**src/rtl/scc_pkg.sv**
```systemverilog
// Package with the types, codes and CRC function of the scratchpad checker.
`timescale 1ns / 1ps

package scc_pkg;

  localparam int FRAME_BYTES = 9;
  localparam int COUNT_W = 4;
  localparam logic [COUNT_W-1:0] FRAME_LAST = COUNT_W'(FRAME_BYTES - 1);

  localparam logic [7:0] CRC_POLY = 8'h8C;

  localparam logic OP_PRESENCE = 1'b0;
  localparam logic OP_BYTE = 1'b1;

  localparam logic [1:0] ST_OK = 2'd0;
  localparam logic [1:0] ST_NODEV = 2'd1;
  localparam logic [1:0] ST_CRCERR = 2'd2;

  typedef struct packed {
    logic       operation;
    logic       present;
    logic [7:0] data_byte;
  } item_t;

  typedef struct packed {
    logic  valid;
    item_t item;
  } stage_t;

  function automatic logic [7:0] crc8_update(input logic [7:0] crc, input logic [7:0] data);
    logic [7:0] c;
    logic       feed;
    c = crc;
    for (int b = 0; b < 8; b++) begin
      feed = c[0] ^ data[b];
      c = {1'b0, c[7:1]};
      if (feed) begin
        c = c ^ CRC_POLY;
      end
    end
    return c;
  endfunction

endpackage

```
**src/rtl/scc_if.sv**
```systemverilog


interface scc_out_if;
  logic               valid;
  logic               ready;
  logic [1:0]         status;
  logic signed [15:0] temperature;

  modport source (output valid, output status, output temperature, input ready);
  modport sink (input valid, input status, input temperature, output ready);
endinterface

```
**src/rtl/scc_core.sv**
```systemverilog
// Frame tracking, CRC update and result register of the scratchpad checker.
`timescale 1ns / 1ps

module scc_core
  import scc_pkg::*;
(
  input  logic         clk,
  input  logic         rst,
  input  stage_t       stage,
  output logic         take,
  scc_out_if.source    result_out
);

  logic               frame_active;
  logic               frame_active_next;
  logic [COUNT_W-1:0] byte_count;
  logic [COUNT_W-1:0] byte_count_next;
  logic [7:0]         crc_accumulator;
  logic [7:0]         crc_accumulator_next;
  logic [7:0]         temp_low_byte;
  logic [7:0]         temp_high_byte;
  logic               has_result;
  logic [1:0]         res_status;
  logic [15:0]        res_temp;
  logic               out_valid;
  logic [1:0]         out_status;
  logic [15:0]        out_temp;

  always_comb begin
    frame_active_next = frame_active;
    byte_count_next = byte_count;
    crc_accumulator_next = crc_accumulator;
    has_result = 1'b0;
    res_status = ST_OK;
    res_temp = 16'd0;
    if (stage.item.operation == OP_PRESENCE) begin
      if (!stage.item.present) begin
        frame_active_next = 1'b0;
        has_result = 1'b1;
        res_status = ST_NODEV;
      end else begin
        frame_active_next = 1'b1;
        byte_count_next = '0;
        crc_accumulator_next = 8'd0;
      end
    end else if (frame_active) begin
      if (byte_count < FRAME_LAST) begin
        crc_accumulator_next = crc8_update(crc_accumulator, stage.item.data_byte);
        byte_count_next = byte_count + COUNT_W'(1);
      end else begin
        frame_active_next = 1'b0;
        has_result = 1'b1;
        if (crc_accumulator == stage.item.data_byte) begin
          res_status = ST_OK;
          res_temp = {temp_high_byte, temp_low_byte};
        end else begin
          res_status = ST_CRCERR;
        end
      end
    end
  end

  assign take = stage.valid && (!out_valid || result_out.ready || !has_result);

  always_ff @(posedge clk) begin
    if (rst) begin
      frame_active <= 1'b0;
      byte_count <= '0;
      crc_accumulator <= 8'd0;
    end else if (take) begin
      frame_active <= frame_active_next;
      byte_count <= byte_count_next;
      crc_accumulator <= crc_accumulator_next;
    end
  end

  always_ff @(posedge clk) begin
    if (take && stage.item.operation == OP_BYTE && frame_active) begin
      if (byte_count == COUNT_W'(0)) begin
        temp_low_byte <= stage.item.data_byte;
      end else if (byte_count == COUNT_W'(1)) begin
        temp_high_byte <= stage.item.data_byte;
      end
    end
  end

  always_ff @(posedge clk) begin
    if (rst) begin
      out_valid <= 1'b0;
    end else if (take && has_result) begin
      out_valid <= 1'b1;
    end else if (result_out.ready) begin
      out_valid <= 1'b0;
    end
  end

  always_ff @(posedge clk) begin
    if (take && has_result) begin
      out_status <= res_status;
      out_temp <= res_temp;
    end
  end

  assign result_out.valid = out_valid;
  assign result_out.status = out_status;
  assign result_out.temperature = $signed(out_temp);

  a_count_range: assert property (@(posedge clk) disable iff (rst)
    byte_count <= FRAME_LAST)
    else $error("byte count ran past the last frame byte");

  a_no_overwrite: assert property (@(posedge clk) disable iff (rst)
    (out_valid && !result_out.ready) |-> !(take && has_result))
    else $error("pending result word overwritten");

  a_result_shows: assert property (@(posedge clk) disable iff (rst)
    (take && has_result) |=> out_valid)
    else $error("result word not presented");

  a_idle_byte: assert property (@(posedge clk) disable iff (rst)
    (take && stage.item.operation == OP_BYTE && !frame_active)
      |=> ($stable(byte_count) && $stable(crc_accumulator) && !frame_active))
    else $error("byte outside a frame changed state");

  a_error_zero: assert property (@(posedge clk) disable iff (rst)
    (out_valid && out_status != ST_OK) |-> out_temp == 16'd0)
    else $error("failed result carries a temperature");

endmodule

```
**src/flat_wrapper.sv**
```systemverilog
// flat-port wrapper written by rule: the top's interface ports become plain ports
module scc_core_flat import scc_pkg::*;
  (clk, rst, stage, take, result_out_valid, result_out_status, result_out_temperature, result_out_ready);
  scc_out_if result_out_i ();
  input  logic clk;
  input  logic rst;
  input  stage_t stage;
  output logic take;
  output wire logic [$bits(result_out_i.valid)-1:0] result_out_valid;
  output wire logic [$bits(result_out_i.status)-1:0] result_out_status;
  output wire logic [$bits(result_out_i.temperature)-1:0] result_out_temperature;
  input wire logic [$bits(result_out_i.ready)-1:0] result_out_ready;
  assign result_out_valid = result_out_i.valid;
  assign result_out_status = result_out_i.status;
  assign result_out_temperature = result_out_i.temperature;
  assign result_out_i.ready = result_out_ready;
  scc_core u_core (.clk(clk), .rst(rst), .stage(stage), .take(take), .result_out(result_out_i));
endmodule
```
**config.mk**
```make
export PLATFORM = sky130hd
export DESIGN_NAME = scc_core_flat
export DESIGN_NICKNAME = d
export VERILOG_FILES = /design/src/rtl/scc_pkg.sv /design/src/rtl/scc_if.sv /design/src/rtl/scc_core.sv /design/src/flat_wrapper.sv
export SDC_FILE = /design/constraint.sdc
export NUM_CORES = 1
export LEC_CHECK = 0
export ABC_AREA = 0
export BUFFER_PORTS_ARGS = -buffer_cell sky130_fd_sc_hd__buf_4
export CORE_MARGIN = 2
export CORE_UTILIZATION = 46
export DETAILED_ROUTE_END_ITERATION = 8
export GPL_TIMING_DRIVEN = 0
export PLACE_DENSITY = 0.64
export SYNTH_ARGS = -nofsm -noshare
export SYNTH_HDL_FRONTEND = slang
export SYNTH_SLANG_ARGS = --single-unit
```
**constraint.sdc**
```tcl
create_clock -name clk -period 2.62 [get_ports clk]
set_clock_uncertainty 0.15 [all_clocks]
set_input_delay 0.393 -clock clk [delete_from_list [all_inputs] [get_ports clk]]
set_output_delay 0.393 -clock clk [all_outputs]
set_load 0.03 [all_outputs]
```
# ---- Word-level counts from Yosys, hierarchy flattened
# Cells that the tools add are included.
dict set report op_classes {
  add_sub_neg 1
  order_cmp 1
  n_eq_ne 4
  muxes 52
  bitwise 20
  n_reduce_logical 15
}
# operator n
set op_table {}
lappend op_table {{$mux 8} 33}
lappend op_table {{$not 2->3} 8}
lappend op_table {{$mux 4} 4}
lappend op_table {{$mux 1} 11}
lappend op_table {{$eq 8x8->1} 1}
lappend op_table {{$mux 2} 4}
lappend op_table {{$xor 1x1->1} 8}
lappend op_table {{$add 4x1->4 const B} 1}
lappend op_table {{$eq 4x1->1 const B} 1}
lappend op_table {{$logic_and 1x1->1} 4}
lappend op_table {{$logic_not 4->1} 1}
lappend op_table {{$lt 4x4->1 const B} 1}
lappend op_table {{$ne 2x1->1 const B} 2}
lappend op_table {{$not 1->1} 4}
lappend op_table {{$reduce_and 4->1} 1}
lappend op_table {{$reduce_bool 2->1} 2}
lappend op_table {{$reduce_or 4->1} 1}
lappend op_table {{$reduce_and 3->1} 1}
lappend op_table {{$logic_not 1->1} 2}
lappend op_table {{$logic_or 1x1->1} 2}
lappend op_table {{$reduce_and 2->1} 1}
dict set report totals {
  register_bits 48
  inputBits 14
  out_inout_bits 20
  wordCells 101
}

# ---- Longest topological paths before layout
dict set report depth {
  depth_word 40
  mapped_depth 6
  ltp_nobuf 5
}

# ---- Least setup slack after synthesis
# No wires, ideal clock.
dict set report synth_path {
  kind {input port to flip-flop}
  from {input port stage[10] (netlist name)}
  to {register u_core.temp_high_byte[0] (enable)}
  setup_ns 0.398
  arrival_time_ns 1.759
  required_ns 2.072
  slack_ns 0.313
  path_stages 3
  path_buffers 1
  cell_sequence {clkbuf_1 -> nand2_1 -> nor4b_1}
}
dict set report synth_between {
  elab_chain_cells 4
}
# item line
set synth_lines {}
lappend synth_lines {{start: declaration} flat_wrapper.sv:7} ;# input stage_t stage;
lappend synth_lines {{$logic_and 1x1->1} scc_core.sv:63} ;# assign take = stage.valid && (!out_valid || result_out.ready || !has_result);
lappend synth_lines {{$logic_and 1x1->1 (2 in series)} scc_core.sv:78} ;# if (take && stage.item.operation == OP_BYTE && frame_active) begin
lappend synth_lines {{$reduce_and 3->1 (no line)} n/a}
lappend synth_lines {{end signal: assignment} scc_core.sv:82} ;# temp_high_byte <= stage.item.data_byte;
lappend synth_lines {{end: declaration} scc_core.sv:21} ;# logic [7:0] temp_high_byte;
# Every way passes these cells.
# A chain may end at the register's enable or synchronous reset.

# ---- Final worst setup path
dict set report layout_path {
  from {register u_core.crc_accumulator[2]}
  to {register u_core.out_temp[15], in the netlist u_core.result_out.temperature[15] (data pin)}
}
dict set report layout_between {
  elab_chain_cells 3
}
# item line
set layout_lines {}
lappend layout_lines {{start: declaration} scc_core.sv:18} ;# logic [7:0] crc_accumulator;
lappend layout_lines {{start signal: assignment} scc_core.sv:73} ;# crc_accumulator <= crc_accumulator_next;
lappend layout_lines {{$eq 8x8->1} scc_core.sv:53} ;# if (crc_accumulator == stage.item.data_byte) begin
lappend layout_lines {{$not 1->1 (no line)} n/a}
lappend layout_lines {{$reduce_or 4->1 (no line)} n/a}
lappend layout_lines {{end signal: assignment} scc_core.sv:100} ;# out_temp <= res_temp;
lappend layout_lines {{end: declaration} scc_core.sv:27} ;# logic [15:0] out_temp;
# Every way passes these cells.

==> flow_summary.toml <==
[status]
run_status = "complete, no violations"

[die]
initial_core_util_pct = 48.87
num_rows = 23
core_mm2 = 0.004086
num_io_pins = 34
die_x_um = 69.89
dieArea_mm2 = 0.004884
die_h_um = 69.89

[route]
drc = 0
routed_wl_mm = 3.375
postRouteAntennaNets = 0
wl_per_cell_um = 14.12
drt_pass1_iterations = 4
vias_per_cell = 5.067
first_iter_violations = 93
vias = 1211

[grt]
grt.overflow.total = 0
grt_start_max_net_pins = 19
grt_pass1_vias = 1150
antenna_found_initial = 0
track_usage_pct = 14.86
grt_pass1_wl_mm = 5.644

[min_path]
hold_path.class = "in2reg"

[final_layout]
layout_common_cells = "edfxtp_1 (34), buf_4 (33), and2_1 (17), dfxtp_1 (14), xnor2_1 (13)"
area_growth_pct = 21.12
drive_above_1_share_pct = 24.34
antennaDiodeCount = 0
nNetsFinal = 205
final_common_cell = "edfxtp_1"
fillCellCount = 336
fin_cells = 239

[place]
routabilityCongestion = 0.7954
pre_cts_ws_ps = 21.21
dp_hpwl_mm = 2.449
place_inst = 231
numPortBuffers = 32

[clock_network]
insertion_delay_ps = 300
cts-root-buf = "clkbuf_8"
cts.sinks = 48
cts_resized = 0
cts_tree = "yes"
cts_max_level = 2
clockBufferDepth = 2
cts_setup_buffers = 0
cts_hold_buf = 0
path_clk_slew_ps = 90
numCtsBuffers = 5

[power]
power.internal_w = 0.001100
switching_share_pct = 23.34
p_seq_share_pct = 57.4
clockPowerShare_pct = 32.2
p_leak_nw = 0.8921
vdd_drop_max_v = 0.0002983
p_per_area_mw_per_mm2 = 593.1
p_sw_w = 0.0003348
power_frac_comb_pct = 10.3

[timing]
grt_setup_unrepaired = "no"
max_slew_margin_pct = 43.22
fmax_mhz = 444.3
final.setup.worst_slack_ps = 369.4
fin_crit_ps = 2251
finalCritPeriodShare_pct = 85.90
finalSetupViolations = 0
slew_violations = 0
whs_ps = 140.3
worstMarginPinSlew_ps = 850.8
hold_viol_final = 0

[setup_path]
cp.arrival_ps = 2270
cp.required_ps = 2640
slowest_delay_ps = 560
crit_path_end_kind = "register"
crit_type = "reg2reg"
critPathMaxFanout = 10
setup.worst_path.start_class = "register"
critPathSlowestCell = "nor4_2"
crit_buf_inv = 1
crit_chain = "xnor2_1 -> nand3_1 -> nor4_2 -> clkbuf_1 -> and2_1"
cp_top_family = "simple AND/OR/NAND/NOR gates"

[logic_synthesis]
yosysTopAreaCellShare_pct = 51.13
syn_avg_cell_area_um2 = 13.49
synth-warning-count = 0
synth_area_leaders = "edfxtp_1 (51%), dfxtp_1 (14%), xnor2_1 (5.7%)"
yosys.area.top_type = "edfxtp_1"
ys_seq_area_share_pct = 65.16
yosys_register_bits = 48
syn_area_mm2 = 0.001997
synth.distinct_cells = 33
postSynthNetCount = 165
synthCells = 148

[run]
max-cap-violations = 0
==> kinds of logic after synthesis <==
family	synth area share, %
flops	65.16
simple gates	13.03
compound gates	8.020
xor+xnor	10.78
buf+inv	1.128
fa+ha+maj	1.880
==> area by class of cell <==
class	instances	area (um^2)	share of cell area, %
Inverter	3	11.26	0.4656
Clock inverter	2	15.01	0.6208
Buffer	3	11.26	0.4656
Clock buffer	6	82.58	3.414
Tap cell	50	62.56	2.587
Sequential cell	48	1301	53.80
Multi-Input combinational cell	94	686.9	28.40
Timing Repair Buffer	33	247.7	10.24
==> per-layer routing <==
metal | GRT usage, % | vias up | share of wire, %
met5 | 0 | - | 0
met4 | 5.769 | 0 | 1.6
met3 | 4.185 | 6 | 3.6
met2 | 23.28 | 23 | 49
met1 | 19.62 | 573 | 46
li1 | - | 609 | -
==> worst paths after layout <==
check | start | to | slack, ps | depth (start not counted)
setup / recovery | u_core.crc_accumulator[2] | u_core.result_out.temperature[15] | 370 | 5
hold / removal | stage[4] | u_core.temp_high_byte[4] | 140 | 1
setup reg to reg | u_core.crc_accumulator[2] | u_core.result_out.temperature[15] | 370 | 5
hold reg to reg | u_core.crc_accumulator[6] | u_core.crc_accumulator[6] | 360 | 2
==> state kept, by name, summed over array words and instances (netlist names) <==
register and cells:
u_core.crc_accumulator 8, u_core.temp_high_byte 8, u_core.byte_count 4, u_core.temp_low_byte 8
u_core.frame_active 1, u_core.result_out.status 2, u_core.result_out.valid 1, u_core.result_out.temperature 16
==> worst register-to-register path: stages, from the launching register on <==
cell and delay (ps):
dfxtp_1 330, xnor2_1 340, nand3_1 190, nor4_2 560, clkbuf_1 370, and2_1 190
==> through the flow <==
stage	total power [W]	area, um^2	TNS (ps)	util, %
2_1_floorplan	0.0009404	1997	0	-
3_3_place_gp	0.0009848	2300	-3545	56.28
3_5_place_dp	0.0009892	2313	0	56.61
4_1_cts	0.001447	2411	0	59.00
5_1_grt	0.001490	2419	0	59.19
6_report	0.001434	2419	0	59.19
==> power groups by stage <==
stage / clock network (W) / logic (W) / registers, W
finish: 0.000463 / 0.000148 / 0.000824
global route: 0.000505 / 0.000160 / 0.000825
CTS: 0.000474 / 0.000149 / 0.000824
detailed placement: 0 / 0.000148 / 0.000842
global placement: 0 / 0.000144 / 0.000841
floorplan: 0 / 0.0000845 / 0.000856
==> synthesized netlist by cell type (all sizes together) <==
library cell  instances
o21ai                 3
inv                   3
a21oi                 3
nor2b                 3
nor2                 13
xor2                  6
a31oi                 1
xor3                  2
xnor2                13
nand2                 5
nand3b                1
and3b                 1
clkbuf                3
a22oi                 5
o21a                  1
o31ai                 1
dfxtp                14
nor4b                 1
a21o                  2
a22o                  2
a41oi                 1
nand3                 2
ha                    3
and2                 17
edfxtp               34
a21boi                1
a211oi                3
nor3b                 1
nand2b                1
nor4                  2
Note: power is estimated with default switching activity, not from simulation.
